===== src/hdl/idsv_pkg.sv =====
// ----------------------------------------------------------------------------
// idsv_pkg
// Types and constants shared by the date string checker: word formats,
// status codes, string positions and the month length table.
// ----------------------------------------------------------------------------
package idsv_pkg;

  localparam int STRING_LENGTH = 10;
  localparam int POS_W         = 4;
  localparam int QUEUE_DEPTH   = 4;

  localparam logic [POS_W-1:0] POS_MAX      = 4'd15;
  localparam logic [POS_W-1:0] POS_LAST     = POS_W'(STRING_LENGTH - 1);
  localparam logic [POS_W-1:0] POS_END      = POS_W'(STRING_LENGTH);
  localparam logic [POS_W-1:0] POS_CENT_END = 4'd2;
  localparam logic [POS_W-1:0] POS_YEAR_END = 4'd4;
  localparam logic [POS_W-1:0] POS_DASH_A   = 4'd4;
  localparam logic [POS_W-1:0] POS_DASH_B   = 4'd7;
  localparam logic [POS_W-1:0] POS_MON_END  = 4'd7;

  localparam logic [7:0] CHAR_ZERO = 8'h30;
  localparam logic [7:0] CHAR_NINE = 8'h39;
  localparam logic [7:0] CHAR_DASH = 8'h2D;

  localparam logic [1:0] ST_OK     = 2'd0;
  localparam logic [1:0] ST_LENGTH = 2'd1;
  localparam logic [1:0] ST_CHAR   = 2'd2;
  localparam logic [1:0] ST_DATE   = 2'd3;

  typedef struct packed {
    logic [7:0] text_char;
    logic       final_char;
  } in_word_t;

  typedef struct packed {
    logic [1:0]  status;
    logic [13:0] year_value;
    logic [6:0]  month_value;
    logic [6:0]  day_value;
    logic [26:0] packed_date;
  } out_word_t;

  // one finished string: century and low year digits kept apart
  typedef struct packed {
    logic       len_ok;
    logic       char_err;
    logic [6:0] cent;
    logic [6:0] low;
    logic [6:0] month;
    logic [6:0] day;
  } rec_t;

  function automatic logic [4:0] month_days(input logic [6:0] m);
    logic [4:0] d;
    unique case (m)
      7'd2:                      d = 5'd28;
      7'd4, 7'd6, 7'd9, 7'd11:   d = 5'd30;
      default:                   d = 5'd31;
    endcase
    return d;
  endfunction

endpackage


===== src/hdl/idsv_front.sv =====
// ----------------------------------------------------------------------------
// idsv_front
// Character front end: checks each character against the date form,
// accumulates the decimal fields and pushes one record per string.
// ----------------------------------------------------------------------------
module idsv_front import idsv_pkg::*; (
  input  logic     clk,
  input  logic     rst,
  input  logic     char_valid,
  output logic     char_stall,
  input  in_word_t char_data,
  input  logic     queue_full,
  output logic     push,
  output rec_t     push_rec
);

  logic [POS_W-1:0] position, position_next;
  logic [6:0]       cent, cent_next;
  logic [6:0]       low, low_next;
  logic [6:0]       month, month_next;
  logic [6:0]       day, day_next;
  logic             char_err, char_err_next;
  logic             accept;
  logic             digit;
  logic [6:0]       dv;
  logic [7:0]       c;

  assign c          = char_data.text_char;
  assign accept     = char_valid && !queue_full;
  assign char_stall = queue_full;
  assign digit      = (c >= CHAR_ZERO) && (c <= CHAR_NINE);
  assign dv         = {3'd0, 4'(c - CHAR_ZERO)};

  always_comb begin
    cent_next     = cent;
    low_next      = low;
    month_next    = month;
    day_next      = day;
    char_err_next = char_err;
    if (position < POS_END) begin
      priority if (position == POS_DASH_A || position == POS_DASH_B) begin
        if (c != CHAR_DASH) char_err_next = 1'b1;
      end else if (!digit) begin
        char_err_next = 1'b1;
      end else if (position < POS_CENT_END) begin
        cent_next = 7'(cent * 7'd10 + dv);
      end else if (position < POS_YEAR_END) begin
        low_next = 7'(low * 7'd10 + dv);
      end else if (position < POS_MON_END) begin
        month_next = 7'(month * 7'd10 + dv);
      end else begin
        day_next = 7'(day * 7'd10 + dv);
      end
    end
    position_next = (position < POS_MAX) ? position + 4'd1 : position;
  end

  assign push              = accept && char_data.final_char;
  assign push_rec.len_ok   = (position == POS_LAST);
  assign push_rec.char_err = char_err_next;
  assign push_rec.cent     = cent_next;
  assign push_rec.low      = low_next;
  assign push_rec.month    = month_next;
  assign push_rec.day      = day_next;

  always_ff @(posedge clk) begin
    if (rst || push) begin
      position <= '0;
      cent     <= '0;
      low      <= '0;
      month    <= '0;
      day      <= '0;
      char_err <= 1'b0;
    end else if (accept) begin
      position <= position_next;
      cent     <= cent_next;
      low      <= low_next;
      month    <= month_next;
      day      <= day_next;
      char_err <= char_err_next;
    end
  end

endmodule


===== src/hdl/idsv_queue.sv =====
// ----------------------------------------------------------------------------
// idsv_queue
// Short queue of string records between the front end and the back end.
// ----------------------------------------------------------------------------
module idsv_queue import idsv_pkg::*; (
  input  logic clk,
  input  logic rst,
  input  logic push,
  input  rec_t push_rec,
  input  logic pop,
  output rec_t head,
  output logic empty,
  output logic full
);

  localparam int PTR_W = $clog2(QUEUE_DEPTH);
  localparam int CNT_W = $clog2(QUEUE_DEPTH + 1);

  rec_t             mem [QUEUE_DEPTH];
  logic [PTR_W-1:0] wr_ptr, rd_ptr;
  logic [CNT_W-1:0] count;
  logic             do_push, do_pop;

  assign empty   = (count == '0);
  assign full    = (count == CNT_W'(QUEUE_DEPTH));
  assign do_push = push && !full;
  assign do_pop  = pop && !empty;
  assign head    = mem[rd_ptr];

  always_ff @(posedge clk) begin
    if (do_push) mem[wr_ptr] <= push_rec;
  end

  always_ff @(posedge clk) begin
    if (rst) begin
      wr_ptr <= '0;
      rd_ptr <= '0;
      count  <= '0;
    end else begin
      if (do_push) wr_ptr <= PTR_W'(wr_ptr + 1'b1);
      if (do_pop)  rd_ptr <= PTR_W'(rd_ptr + 1'b1);
      unique case ({do_push, do_pop})
        2'b10:   count <= CNT_W'(count + 1'b1);
        2'b01:   count <= CNT_W'(count - 1'b1);
        default: count <= count;
      endcase
    end
  end

endmodule


===== src/hdl/idsv_back.sv =====
// ----------------------------------------------------------------------------
// idsv_back
// Result back end: calendar check and status in the first stage, packed
// value in the second stage, which is also the output register.
// ----------------------------------------------------------------------------
module idsv_back import idsv_pkg::*; (
  input  logic      clk,
  input  logic      rst,
  input  rec_t      head,
  input  logic      empty,
  output logic      pop,
  output logic      result_valid,
  input  logic      result_stall,
  output out_word_t result_data
);

  logic        v1, v2;
  logic        adv2, load1;
  logic [1:0]  st1;
  logic [13:0] year1;
  logic [6:0]  month1, day1;

  logic [13:0] year_c;
  logic        leap;
  logic [4:0]  limit;
  logic        possible;
  logic [1:0]  st_c;
  logic        keep;

  assign adv2  = !v2 || !result_stall;
  assign load1 = !v1 || adv2;
  assign pop   = load1 && !empty;

  assign year_c = 14'(14'(head.cent) * 14'd100) + 14'(head.low);
  assign leap   = ((head.low[1:0] == 2'd0) && (head.low != 7'd0))
               || ((head.low == 7'd0) && (head.cent[1:0] == 2'd0));

  always_comb begin
    limit = month_days(head.month);
    if (head.month == 7'd2 && leap) limit = 5'd29;
    possible = (head.day >= 7'd1) && (head.day <= 7'd31)
            && (head.month >= 7'd1) && (head.month <= 7'd12)
            && (year_c != 14'd0)
            && (head.day <= {2'd0, limit});
    priority if (!head.len_ok) st_c = ST_LENGTH;
    else if (head.char_err)    st_c = ST_CHAR;
    else if (!possible)        st_c = ST_DATE;
    else                       st_c = ST_OK;
  end

  assign keep = (st_c == ST_OK) || (st_c == ST_DATE);

  always_ff @(posedge clk) begin
    if (load1) begin
      st1    <= st_c;
      year1  <= keep ? year_c : 14'd0;
      month1 <= keep ? head.month : 7'd0;
      day1   <= keep ? head.day : 7'd0;
    end
    if (adv2 && v1) begin
      result_data.status      <= st1;
      result_data.year_value  <= year1;
      result_data.month_value <= month1;
      result_data.day_value   <= day1;
      result_data.packed_date <= 27'(27'(year1) * 27'd10000)
                               + 27'(27'(month1) * 27'd100) + 27'(day1);
    end
  end

  always_ff @(posedge clk) begin
    if (rst) begin
      v1 <= 1'b0;
      v2 <= 1'b0;
    end else begin
      if (load1) v1 <= !empty;
      if (adv2)  v2 <= v1;
    end
  end

  assign result_valid = v2;

endmodule


===== src/hdl/iso_date_string_validator_top.sv =====
// A string's record passes from the queue through the first back-end stage into the output register.
// Throughput: one character per cycle while char_stall is low; results leave back to back unless stalled.
// The four-entry record queue sets how far the front runs ahead of a stalled output.
// Reset (rst, synchronous, active high) clears the position count, the
// accumulators, the queue and the output valid.
// ----------------------------------------------------------------------------
// iso_date_string_validator_top
// Date string checker for the form YYYY-MM-DD: front end, record queue and
// result back end.
// ----------------------------------------------------------------------------
module iso_date_string_validator_top import idsv_pkg::*; (
  input  logic      clk,
  input  logic      rst,
  input  logic      char_valid,
  output logic      char_stall,
  input  in_word_t  char_data,
  output logic      result_valid,
  input  logic      result_stall,
  output out_word_t result_data
);

  logic push, pop, empty, full;
  rec_t push_rec, head;

  idsv_front u_front (
    .clk        (clk),
    .rst        (rst),
    .char_valid (char_valid),
    .char_stall (char_stall),
    .char_data  (char_data),
    .queue_full (full),
    .push       (push),
    .push_rec   (push_rec)
  );

  idsv_queue u_queue (
    .clk      (clk),
    .rst      (rst),
    .push     (push),
    .push_rec (push_rec),
    .pop      (pop),
    .head     (head),
    .empty    (empty),
    .full     (full)
  );

  idsv_back u_back (
    .clk          (clk),
    .rst          (rst),
    .head         (head),
    .empty        (empty),
    .pop          (pop),
    .result_valid (result_valid),
    .result_stall (result_stall),
    .result_data  (result_data)
  );

endmodule


===== config.mk =====
export PLATFORM = sky130hd
export DESIGN_NAME = iso_date_string_validator_top
export DESIGN_NICKNAME = d
export VERILOG_FILES = /design/src/hdl/idsv_pkg.sv /design/src/hdl/idsv_front.sv /design/src/hdl/idsv_queue.sv /design/src/hdl/idsv_back.sv /design/src/hdl/iso_date_string_validator_top.sv
export SDC_FILE = /design/constraint.sdc
export NUM_CORES = 1
export LEC_CHECK = 0
export ABC_CLOCK_PERIOD_IN_PS = 15100
export BUFFER_PORTS_ARGS = -buffer_cell sky130_fd_sc_hd__buf_2
export CORE_ASPECT_RATIO = 1.4
export CORE_MARGIN = 2
export CORE_UTILIZATION = 55
export CTS_BUF_LIST = sky130_fd_sc_hd__clkbuf_16
export CTS_CLUSTER_DIAMETER = 100
export DETAILED_ROUTE_END_ITERATION = 8
export PLACE_DENSITY = 0.73
export SLEW_MARGIN = 30
export SYNTH_ARGS = -nofsm -noshare
export SYNTH_HDL_FRONTEND = slang
export SYNTH_SLANG_ARGS = --single-unit

===== constraint.sdc =====
create_clock -name clk -period 15.1 [get_ports clk]
set_input_delay 2.265 -clock clk [delete_from_list [all_inputs] [get_ports clk]]
set_output_delay 2.265 -clock clk [all_outputs]
set_load 0.01 [all_outputs]

; Yosys cells after proc, flatten, opt, wreduce, memory -nomap -nowiden
; Memories as Yosys holds them, arrays and structs flattened. A register that Yosys moved wholly into a read port is not among the register bits.
; Cells that the tools add are included.
[classes]
n_addsub = 13
mul = 7
order_cmp = 12
eq_ne = 13
n_mux = 35
reduce_logical = 36
[ops]
columns = op, count
row1 = 2-to-1 mux 7 bit, 21
row2 = adder 7 x 4 -> 7 bit, 4
row3 = "multiplier 7 x 3 -> 6 bit, second input constant", 4
row4 = adder 27 x 14 -> 27 bit, 1
row5 = adder 27 x 7 -> 27 bit, 1
row6 = "multiplier 7 x 5 -> 12 bit, second input constant", 2
row7 = "multiplier 14 x 10 -> 23 bit, second input constant", 1
row8 = logical AND 1 bit, 15
row9 = adder 14 x 7 -> 14 bit, 1
row10 = "== test 7 x 3 -> 1 bit, second input constant", 2
row11 = "== test 7 x 4 -> 1 bit, second input constant", 2
row12 = ">= comparator 7 x 1 -> 1 bit, second input constant", 2
row13 = nonzero test 14 bit, 1
row14 = 2-to-1 mux 2 bit, 6
row15 = "== test 4 x 3 -> 1 bit, second input constant", 2
row16 = ">= comparator 8 x 6 -> 1 bit, second input constant", 1
row17 = "<= comparator 8 x 6 -> 1 bit, second input constant", 1
row18 = "< comparator 4 x 3 -> 1 bit, second input constant", 2
row19 = "< comparator 4 bit, second input constant", 2
row20 = "!= test 8 x 6 -> 1 bit, second input constant", 1
row21 = "== test 7 x 2 -> 1 bit, second input constant", 1
row22 = "<= comparator 7 x 4 -> 1 bit, second input constant", 1
row23 = <= comparator 7 x 5 -> 1 bit, 1
row24 = "<= comparator 7 x 5 -> 1 bit, second input constant", 1
row25 = 22 further kinds, 40
[totals]
reg_bits = 129
ramBits = 120
in_bits = 13
output_inout_bits = 59
wordCells = 137
mem_count = 1
[mem_list]
columns = memory, words, width, rd, rd_clocked_by_memory_dff, wr, line_no
row1 = u_queue.mem, 4, 30, 1, 1, 1, idsv_queue.sv:19  ; rec_t mem [QUEUE_DEPTH];

; Logic depth before layout (Yosys ltp)
; Gate-level depths: netlist of run 1.
[depth]
ltp_word = 12
mapped_depth = 21
mapped_depth_nobuf = 21

; Modules after synthesis
; From an unflattened synthesis of run 1, not the netlist that was laid out.
[hier_totals]
cells_unflattened = 1215
hier_area_um2 = 15215.8
[by_module_without_submodules]
columns = module, n_inst, cells_each, area_per_inst_um2, seq_area_each_um2
row1 = idsv_back, 1, 705, 7642.3, 2592.5
row2 = idsv_queue, 1, 210, 4808.4, 3783.6
row3 = idsv_front, 1, 300, 2765.2, 660.6

; Worst setup path after synthesis of run 1
; No wires, ideal clock.
[synth_timing]
path_kind = input port to flip-flop
from = in result_stall
to = reg u_back.result_data[0] (netlist name)
setup_ns = 0.551
arrival_ns = 6.289
required_ns = 14.549
setup_slack_ns = 8.259
stages = 1
cell_sequence = a21boi_0
[synth_between]
elab_chain_len = 3
[synth_rtl]
columns = element, line_no
row1 = "start, declared", iso_date_string_validator_top.sv:18  ; input logic result_stall,
row2 = logical NOT 1 bit, idsv_back.sv:30  ; assign adv2 = !v2 || !result_stall;
row3 = logical OR 1 bit, idsv_back.sv:30
row4 = logical AND 1 bit, idsv_back.sv:60  ; if (adv2 && v1) begin
; No other way between the ends.
; A chain may end at the register's enable or synchronous reset.

; Worst setup path in the final report of run 1
[layout_timing]
from = reg u_back.year1[4]
to = reg u_back.result_data[26] (netlist name)
[layout_between]
elab_chain_len = 3
[layout_rtl]
columns = element, line_no
row1 = "start, declared", idsv_back.sv:20  ; logic [13:0] year1;
row2 = "start signal, assigned", idsv_back.sv:56  ; year1 <= keep ? year_c : 14'd0;
row3 = multiplier 14 x 10 -> 23 bit, idsv_back.sv:65  ; result_data.packed_date <= 27'(27'(year1) * 27'd10000)
row4 = adder 27 x 14 -> 27 bit, idsv_back.sv:66  ; + 27'(27'(month1) * 27'd100) + 27'(day1);
row5 = adder 27 x 7 -> 27 bit, idsv_back.sv:66
; No other way between the ends.

==> impl_metrics.tcl, run 1 <==
set metrics [dict create \
    status "finished, final reports clean" \
    crit_slowest_cell "fa_1" \
    cts_resized 0 \
    p_switching_mw 1.40 \
    ys_ff_latch 249 \
    path_class "flip-flop to flip-flop" \
    drive_gt1_share_pct 12.7 \
    layout_setup_ws_ns 9.53 \
    syn-num-nets 1519 \
    vias 9619 \
    track_usage_pct 20.4 \
    cts_sinks 249 \
    grt_setup_unrepaired "false" \
    yosys_warnings 0 \
    critPathLaunchType "flip-flop" \
    synth_cells 1281 \
    synthArstFlopShare_pct 0 \
    drc 0 \
    cts_hold_buf 0 \
    slew_headroom_pct 45.0 \
    start_util_pct 55.6 \
    switching_share_pct 41.1 \
    cts_setup_buffers 0 \
    insertion_delay_ns 0.55 \
    cts_root_buf "clkbuf_16" \
    cp_data_required_time_ns 15.37 \
    power_mw 3.42 \
    dp_slack_ns 9.64 \
    setup_viol 0 \
    antenna_found_initial 0 \
    syn_area_mm2 0.0153 \
    max_freq_mhz 180 \
    gr-total-overflow 0 \
    post_drt_wl_per_cell_um 16.4 \
    clock_power_share_pct 17.4 \
    avgSynthCellArea_um2 11.9 \
    grt_pass1_wl_um 47300 \
    finalWirelength_um 28600 \
    leakagePower_nw 7.35 \
    cap_violations 0 \
    io_pins 72 \
    dieArea_mm2 0.0291 \
    drv_slew 0 \
    drtAntennaViolNets 0 \
    pwr-share-seq_pct 28.5 \
    layout.nets 1591 \
    place.gp.congestion 0.832 \
    core-area_mm2 0.0275 \
    ys_seq_area_share_pct 46.1 \
    antenna_cells 0 \
    p_int_mw 2.01 \
    powerDensity_mw_per_mm2 204 \
    cts_buffers 25 \
    viasPerCell 5.52 \
    fin_crit_ns 5.57 \
    peakVddDrop_uv 153 \
    final.period_utilization_pct 36.9 \
    crit_top_cell "inv_1" \
    drt-initial-drc-count 471 \
    drt_first_pass_iters 4 \
    hpwlAfterDp_um 21100 \
    cts.htree.levels 1 \
    portBuffers 71 \
    combPwrFrac_pct 54.0 \
    end_kind "flip-flop" \
    synth_edf_count 205 \
    worst_pin_slew_ns 0.825 \
    critical_path.cell_chain "inv_1 > fa_1 > inv_1 > ha_1 > inv_1 > fa_1 > inv_1 > ha_1 > inv_1 > fa_1 > inv_1 > ha_1 > o211ai_1 > a21oi_1 > o21ai_0 > a211oi_1 > nand4b_1 > nor3b_1 > nand4_1 > xor2_1" \
    area_growth_pct 9.94 \
    crit_buf_inv 6 \
    min_path_type "flip-flop to flip-flop" \
    critPathMaxFanout 5 \
    cts_buffer_depth 3 \
    first_global_vias 9799 \
    final_hold_viol_count 0 \
    critPathTopFamily "adder cells" \
    clkSlewWorstSetupHoldPaths_ns 0.07 \
    fin_util_pct 61.1 \
    rows 72 \
    skew_ns 0.0182 \
    ys_types 71 \
    fp.dieH_um 201 \
    critical_path.max_stage_delay_ns 0.60 \
    fin_tns_setup_ns 0 \
    synthFlopType "edfxtp_1" \
    die_x_um 145 \
    cts_tree "done" \
    arrival_ns 5.84 \
    grt_max_degree 56 \
]
power groups by stage:
| stage | sequential, mW | combinational [mW] | clock, mW |
|---|---|---|---|
| after floorplan | 0.999 | 1.45 | 0 |
| after global placement | 0.988 | 1.79 | 0 |
| after detailed placement | 0.991 | 1.84 | 0 |
| after CTS | 0.976 | 1.86 | 0.607 |
| after global routing | 0.991 | 2.10 | 0.634 |
| final | 0.974 | 1.85 | 0.596 |
layout by cell type, fill, tap and decap left out, types with 41 or more instances in the layout:
| cell type | n |
|---|---|
| edfxtp_1 | 205 |
| ha_1 | 178 |
| inv_1 | 156 |
| nor2_1 | 86 |
| nand2_1 | 72 |
| buf_2 | 71 |
| a21oi_1 | 62 |
| xnor2_1 | 54 |
| fa_1 | 47 |
| dfxtp_1 | 42 |
| o21ai_0 | 41 |
cell families after synthesis:
family / share of synthesized area, %
and+or+nand+nor: 9.65
DFF: 46.1
adders and majority gates: 20.7
AOI/OAI and AO/OA: 8.06
buffers and inverters: 4.87
xor gates and xnor gates: 5.05
muxes: 5.53
Yosys cell counts, drive strengths merged (23+ instances only):
cell type,instances,area share [%]
inv,153,3.8
nand2,72,1.8
o21ai,45,1.5
clkbuf,23,0.63
xnor2,54,3.1
and3,23,0.94
dfxtp,44,5.8
a21oi,63,2.1
xor2,34,2.0
ha,178,15
nor2,86,2.1
mux4,30,4.5
edfxtp,205,40
fa,47,6.2
state kept, by name, summed over array words and instances (netlist names), 2 cells and up, named ones only:
signal and cells:
u_queue.mem 120, u_back.result_data 55, u_back.year1 14, u_back.day1 7, u_back.month1 7, u_front.cent 7, u_front.day 7, u_front.low 7
u_front.month 7, u_front.position 4, u_queue.count 3, u_back.st1 2, u_queue.rd_ptr 2, u_queue.wr_ptr 2
per-layer routing:
metal | track usage [%] | vias up | share of wire [%]
met5 | 0 | - | 0
met4 | 5.48 | 0 | 2.2
met3 | 2.40 | 52 | 3.4
met2 | 38.9 | 176 | 55
li1 | - | 4731 | -
met1 | 23.5 | 4660 | 40
layout make-up:
type | count | area [um^2]
flip-flops and latches | 249 | 7040
clock buffers | 25 | 626
repair buffers | 78 | 408
multi-input cells | 846 | 7510
well taps | 370 | 463
fillers | 2136 | 10700
clock inverters | 21 | 163
inverters | 153 | 574
final timing paths:
path         cells after the start                                to  slack, ns                     startpoint
min reg2reg                      0   u_back.result_data[0]$_DFFE_PP_       0.42   u_back.day1[0]$_SDFFCE_PN0N_
max                             20  u_back.result_data[26]$_DFFE_PP_       9.53  u_back.year1[4]$_SDFFCE_PN0N_
max reg2reg                     20  u_back.result_data[26]$_DFFE_PP_       9.53  u_back.year1[4]$_SDFFCE_PN0N_
min                              0   u_back.result_data[0]$_DFFE_PP_       0.42   u_back.day1[0]$_SDFFCE_PN0N_
metrics by stage:
stage / cells / hold slack [ns] / cell area [um^2]
after floorplan: 1281 / 0.400 / 15300
after detailed placement: 1696 / 0.407 / 16000
final: 1742 / 0.424 / 16800
after CTS: 1742 / 0.424 / 16800
after global placement: 1696 / 0.405 / 16000
after global routing: 1742 / 0.430 / 16800
(Power assumes the default switching activity.)
==> inputs of run 2 (changes only) <==
ABC_CLOCK_PERIOD_IN_PS = 5250   (was 15100)
clock period = 5.25 ns   (was 15.1 ns; I/O delays follow)
==> run 2 against run 1 <==
Via count about the same. Flip-flop and latch count unchanged. Non-clock buffer count increased by 16. Global-route usage decreased by 0.44 points. Largest power group unchanged. Highest routed layer unchanged.
==> impl_metrics.tcl, run 2 (synthesized netlist as in run 1, its figures left out) <==
set metrics [dict create \
    drt_first_pass_iters 4 \
    hpwlAfterDp_um 20800 \
    cts.htree.levels 1 \
    finalWirelength_um 28000 \
    cts_hold_buf 0 \
    max_freq_mhz 199 \
    drtAntennaViolNets 0 \
    grt_pass1_wl_um 46900 \
    worst_pin_slew_ns 0.894 \
    first_global_vias 9892 \
    die_x_um 145 \
    leakagePower_nw 7.42 \
    io_pins 72 \
    drt-initial-drc-count 370 \
    hold_ws_ns 0.428 \
    path_class "flip-flop to flip-flop" \
    min_path_type "flip-flop to flip-flop" \
    cp_data_required_time_ns 5.52 \
    holdPathStages 0 \
    antenna_found_initial 0 \
    cts_tree "done" \
    post_drt_wl_per_cell_um 16.0 \
    core-area_mm2 0.0275 \
    layout.nets 1606 \
    dieArea_mm2 0.0291 \
    critPathLaunchType "flip-flop" \
    antenna_cells 0 \
    regMostFlops "u_queue.mem" \
    skew_ns 0.0159 \
    cts_sinks 249 \
    r2r-end "u_back.result_data[26]$_DFFE_PP_" \
    portBuffers 71 \
    vias 9611 \
    cts_buffer_depth 3 \
    gr-total-overflow 0 \
    place.gp.congestion 0.847 \
    hold_path.startpoint "u_back.st1[1]$_DFFE_PN_" \
    cap_violations 0 \
    area_growth_pct 10.9 \
    final_cell_mix "edfxtp_1, ha_1, inv_1" \
    peakVddDrop_uv 404 \
    setup_viol 0 \
    start_util_pct 55.6 \
    end_kind "flip-flop" \
    rows 72 \
    status "finished, final reports clean" \
    insertion_delay_ns 0.54 \
    powerDensity_mw_per_mm2 583 \
    cts_root_buf "clkbuf_16" \
    final.period_utilization_pct 95.6 \
    drc 0 \
    fin_tns_setup_ns 0 \
    arrival_ns 5.29 \
    viasPerCell 5.47 \
    fin_crit_ns 5.02 \
    critPathMaxFanout 5 \
    drv_slew 0 \
    clkSlewWorstSetupHoldPaths_ns 0.07 \
    grt_max_degree 56 \
    reg2reg_slack_ns 0.23 \
    layout_commonest_cell "edfxtp_1" \
    final_hold_viol_count 0 \
    hold_path_end "u_back.result_data[56]$_DFFE_PP_" \
    r2r_cells 17 \
    fp.dieH_um 201 \
    grt_setup_unrepaired "false" \
    cts_buffers 24 \
    regToRegStartpoint "u_back.year1[6]$_SDFFCE_PN0N_" \
    track_usage_pct 19.9 \
    slew_headroom_pct 39.9 \
    top_regs "u_queue.mem (120), u_back.result_data (55), u_back.year1 (14)" \
    largest_reg_flops 120 \
    drive_gt1_share_pct 14.6 \
]
==> run 2: worst max-delay path by stage <==
stage                                   from  cells after the start  slack [ns]                                to
6_report       u_back.year1[6]$_SDFFCE_PN0N_                     17        0.23  u_back.result_data[26]$_DFFE_PP_
5_1_grt        u_back.year1[8]$_SDFFCE_PN0N_                     19       0.006  u_back.result_data[25]$_DFFE_PP_
4_1_cts        u_back.year1[5]$_SDFFCE_PN0N_                     20        0.05  u_back.result_data[26]$_DFFE_PP_
3_5_place_dp   u_back.year1[7]$_SDFFCE_PN0N_                     18       0.001  u_back.result_data[26]$_DFFE_PP_
3_3_place_gp   u_back.year1[7]$_SDFFCE_PN0N_                     18        0.08  u_back.result_data[26]$_DFFE_PP_
2_1_floorplan                      flip-flop                     17        0.33           u_back.st1[1]$_DFFE_PN_
==> run 2: cell type report <==
cell class	instances	area, um^2
fillers	2156	10500
well taps	370	463
multi-input cells	846	7580
clock inverters	20	150
clock buffers	24	601
flip-flops and latches	249	7040
repair buffers	94	528
inverters	153	574
==> run 2: repair_timing <==
action | CTS | global route
gates resized for setup | 0 | 16
endpoints found under the setup margin | 1 | 6
setup buffers | 2 | 2
hold endpoints to repair | 0 | 0
pin swaps | 0 | 4
==> run 2: stage by stage <==
stage	cells	util [%]	power [mW]	worst slack, ns	cell area (um^2)
floorplan	1281	-	7.04	0.327	15300
global placement	1708	58.5	8.07	0.0816	16100
finish	1756	61.6	9.88	0.228	16900
global route	1756	61.6	10.8	0.00608	16900
CTS	1754	61.3	9.90	0.0519	16800
detailed placement	1708	58.5	8.19	0.00109	16100
==> run 2: where the power goes <==
group          switching, mW  total [mW]  internal, mW
Sequential             0.176        2.77          2.59
Clock                  0.777        1.64         0.860
Combinational           3.12        5.47          2.35
==> run 2: critical path: stages, from the launching register on <==
cell and delay (ns):
edfxtp_1 0.38, buf_4 0.18, fa_1 0.48, ha_1 0.31, fa_1 0.48, ha_1 0.29, inv_1 0.05, fa_1 0.49
inv_1 0.04, ha_1 0.34, a21oi_1 0.24, o21ai_0 0.16, buf_4 0.17, or3_1 0.30, a311o_1 0.39, xor2_2 0.15
nand4_1 0.14, xor2_1 0.17
==> run 2: layer usage <==
layer	part of all wire, %	vias up	GRT usage, %
met5	0	-	0
met4	2.3	0	5.03
met3	3.4	46	2.26
met2	55	170	38.3
met1	40	4644	23.1
li1	-	4751	-
==> inputs of run 3 (changes only) <==
CTS_CLUSTER_SIZE = 40   (was unset)
SYNTH_HIERARCHICAL = 1   (was unset)
==> run 3 against run 2 <==
Worst hold slack better by 0.017 ns. Via count is 3.3% lower. Maximum frequency is 1.3% lower. Synthesized area is 0.34% lower. Critical path depth is 2 higher. Clock skew is 0.0054 ns higher. Sequential share of layout area is 0.84 points higher. Count of clock-buffer cells in the layout is 13 lower. Highest routed layer unchanged.
==> impl_metrics.tcl, run 3 <==
set metrics [dict create \
    status "finished, final reports clean" \
    synth_edf_count 205 \
    antenna_found_initial 0 \
    r2r-end "u_back/result_data[26]$_DFFE_PP_" \
    ys_seq_area_share_pct 46.2 \
    grt_max_degree 42 \
    cts_buffers 11 \
    finalWirelength_um 27100 \
    cp_data_required_time_ns 5.50 \
    final_cell_mix "edfxtp_1, ha_1, inv_1" \
    place.gp.congestion 0.888 \
    synth_common_cells "edfxtp_1, ha_1, inv_1" \
    yosysTopAreaCellShare_pct 40.5 \
    synth_area_leader_cell "edfxtp_1" \
    peakVddDrop_uv 219 \
    drt-initial-drc-count 433 \
    dieArea_mm2 0.0290 \
    layout.nets 1540 \
    rows 72 \
    place_inst 1649 \
    path_class "flip-flop to flip-flop" \
    min_path_type "flip-flop to flip-flop" \
    drt_first_pass_iters 6 \
    leakagePower_nw 7.08 \
    ys_types 86 \
    hold_path_end "u_back/result_data[27]$_DFFE_PP_" \
    synthFlopType "edfxtp_1" \
    critPathLaunchType "flip-flop" \
    antenna_cells 0 \
    synthArstFlopShare_pct 0 \
    cts_buffer_depth 3 \
    synth_cells 1215 \
    reg2reg_slack_ns 0.16 \
    first_global_vias 9324 \
    r2r_cells 19 \
    regToRegStartpoint "u_back/year1[5]$_SDFFCE_PN0N_" \
    yosys_warnings 6 \
    final.period_utilization_pct 96.9 \
    cts_root_buf "clkbuf_16" \
    insertion_delay_ns 0.50 \
    post_drt_wl_per_cell_um 16.1 \
    max_freq_mhz 197 \
    portBuffers 71 \
    vias 9291 \
    avgSynthCellArea_um2 12.5 \
    fp.dieH_um 201 \
    skew_ns 0.0213 \
    arrival_ns 5.34 \
    layout_commonest_cell "edfxtp_1" \
    fin_crit_ns 5.09 \
    place_area_mm2 0.0160 \
    yosys-top-cells-area "edfxtp_1, ha_1, fa_1" \
    cts_hold_buf 0 \
    viasPerCell 5.55 \
    yosysMostFrequentCell "edfxtp_1" \
    drc 0 \
    top_regs "u_queue/mem (120), u_back/result_data (55), u_back/year1 (14)" \
    worst_pin_slew_ns 0.808 \
    hold_ws_ns 0.445 \
    gr-total-overflow 0 \
    largest_reg_flops 120 \
    core-area_mm2 0.0274 \
    final_area_mm2 0.0166 \
    cts_sinks 249 \
    regMostFlops "u_queue/mem" \
    drv_slew 0 \
    hpwlAfterDp_um 20700 \
    io_pins 72 \
    die_x_um 145 \
    drive_gt1_share_pct 17.0 \
    syn_area_mm2 0.0152 \
    cap_violations 0 \
    clkSlewWorstSetupHoldPaths_ns 0.14 \
    powerDensity_mw_per_mm2 405 \
    setup_viol 0 \
    drtAntennaViolNets 0 \
    slew_headroom_pct 46.1 \
    track_usage_pct 18.9 \
    end_kind "flip-flop" \
    critPathMaxFanout 4 \
    syn-num-nets 1454 \
    ys_ff_latch 249 \
    start_util_pct 55.6 \
    cts.htree.levels 1 \
    grt_pass1_wl_um 44000 \
    area_growth_pct 9.09 \
    holdPathStages 0 \
    cts_tree "done" \
    fin_cells 1675 \
    hold_path.startpoint "u_back/day1[0]$_SDFFCE_PN0N_" \
    final_hold_viol_count 0 \
]
run 3: layout make-up:
| class | instances | area, um^2 |
|---|---|---|
| inverter | 131 | 492 |
| timing repair buffer | 101 | 588 |
| sequential | 249 | 7040 |
| clock inverter | 6 | 82.6 |
| clock buffer | 11 | 275 |
| tap | 370 | 463 |
| multi-input combinational | 807 | 7660 |
| fill | 2210 | 10800 |
run 3: layer usage:
metal  track usage (%)  share of wire [%]
met1              20.7                 39
met2              37.3                 56
met3              1.79                2.5
met4              5.83                2.7
met5                 0                  0
run 3: cell families after synthesis:
logic type	count (synthesis)	synth area share, %
adder cells (fa/ha/maj)	226	20.9
multiplexers	66	6.96
AO/OA/AOI/OAI	182	7.80
XOR/XNOR	82	4.77
flip-flops	249	46.2
buffers and inverters	159	4.39
AND/OR/NAND/NOR	251	8.93
run 3: how the worst max path moves through the flow:
stage / startpoint / endpoint / slack, ns / cells past startpoint
after global placement: u_back/year1[5]$_SDFFCE_PN0N_ / u_back/result_data[25]$_DFFE_PP_ / 0.13 / 19
final: u_back/year1[5]$_SDFFCE_PN0N_ / u_back/result_data[26]$_DFFE_PP_ / 0.16 / 19
after floorplan: u_back/year1[6]$_SDFFCE_PN0N_ / u_back/result_data[25]$_DFFE_PP_ / 0.14 / 20
after detailed placement: u_back/year1[5]$_SDFFCE_PN0N_ / u_back/result_data[25]$_DFFE_PP_ / -0.01 / 19
after CTS: u_back/year1[5]$_SDFFCE_PN0N_ / u_back/result_data[26]$_DFFE_PP_ / 0.02 / 19
after global routing: u_back/year1[4]$_SDFFCE_PN0N_ / u_back/result_data[25]$_DFFE_PP_ / -0.02 / 19
run 3: critical path, stage by stage (launching register included):
cell	delay, ns
edfxtp_1	0.38
inv_2	0.07
fa_1	0.53
inv_1	0.04
ha_1	0.29
fa_1	0.48
ha_1	0.29
inv_1	0.05
fa_1	0.49
inv_1	0.06
ha_4	0.25
a21o_1	0.22
a31o_1	0.22
or3_4	0.36
o22ai_4	0.25
o21ai_4	0.11
a2111oi_4	0.38
nor3_2	0.11
xnor2_2	0.15
xnor2_1	0.12
run 3: per-stage QoR:
stage | TNS (ns) | power [mW] | utilization [%] | worst slack (ns)
2_1_floorplan | 0 | 4.90 | - | 0.145
3_3_place_gp | 0 | 5.53 | 58.5 | 0.134
3_5_place_dp | -0.00973 | 5.60 | 58.5 | -0.00973
4_1_cts | 0 | 6.68 | 59.9 | 0.0166
5_1_grt | -0.0220 | 7.26 | 60.6 | -0.0220
6_report | 0 | 6.72 | 60.6 | 0.163
run 3: repair_timing:
item                                    CTS  global route
pin swaps                                 0             9
endpoints found under the setup margin    1             6
resized for setup                         1            22
buffers inserted                          0             8
run 3: report_power, final:
| group | switching, mW | total, mW | leakage, nW | internal (mW) |
|---|---|---|---|---|
| clock | 0.630 | 1.05 | 0.179 | 0.420 |
| combinational | 1.77 | 3.13 | 4.57 | 1.36 |
| sequential | 0.110 | 2.55 | 2.33 | 2.44 |
| total | 2.51 | 6.72 | 7.08 | 4.21 |
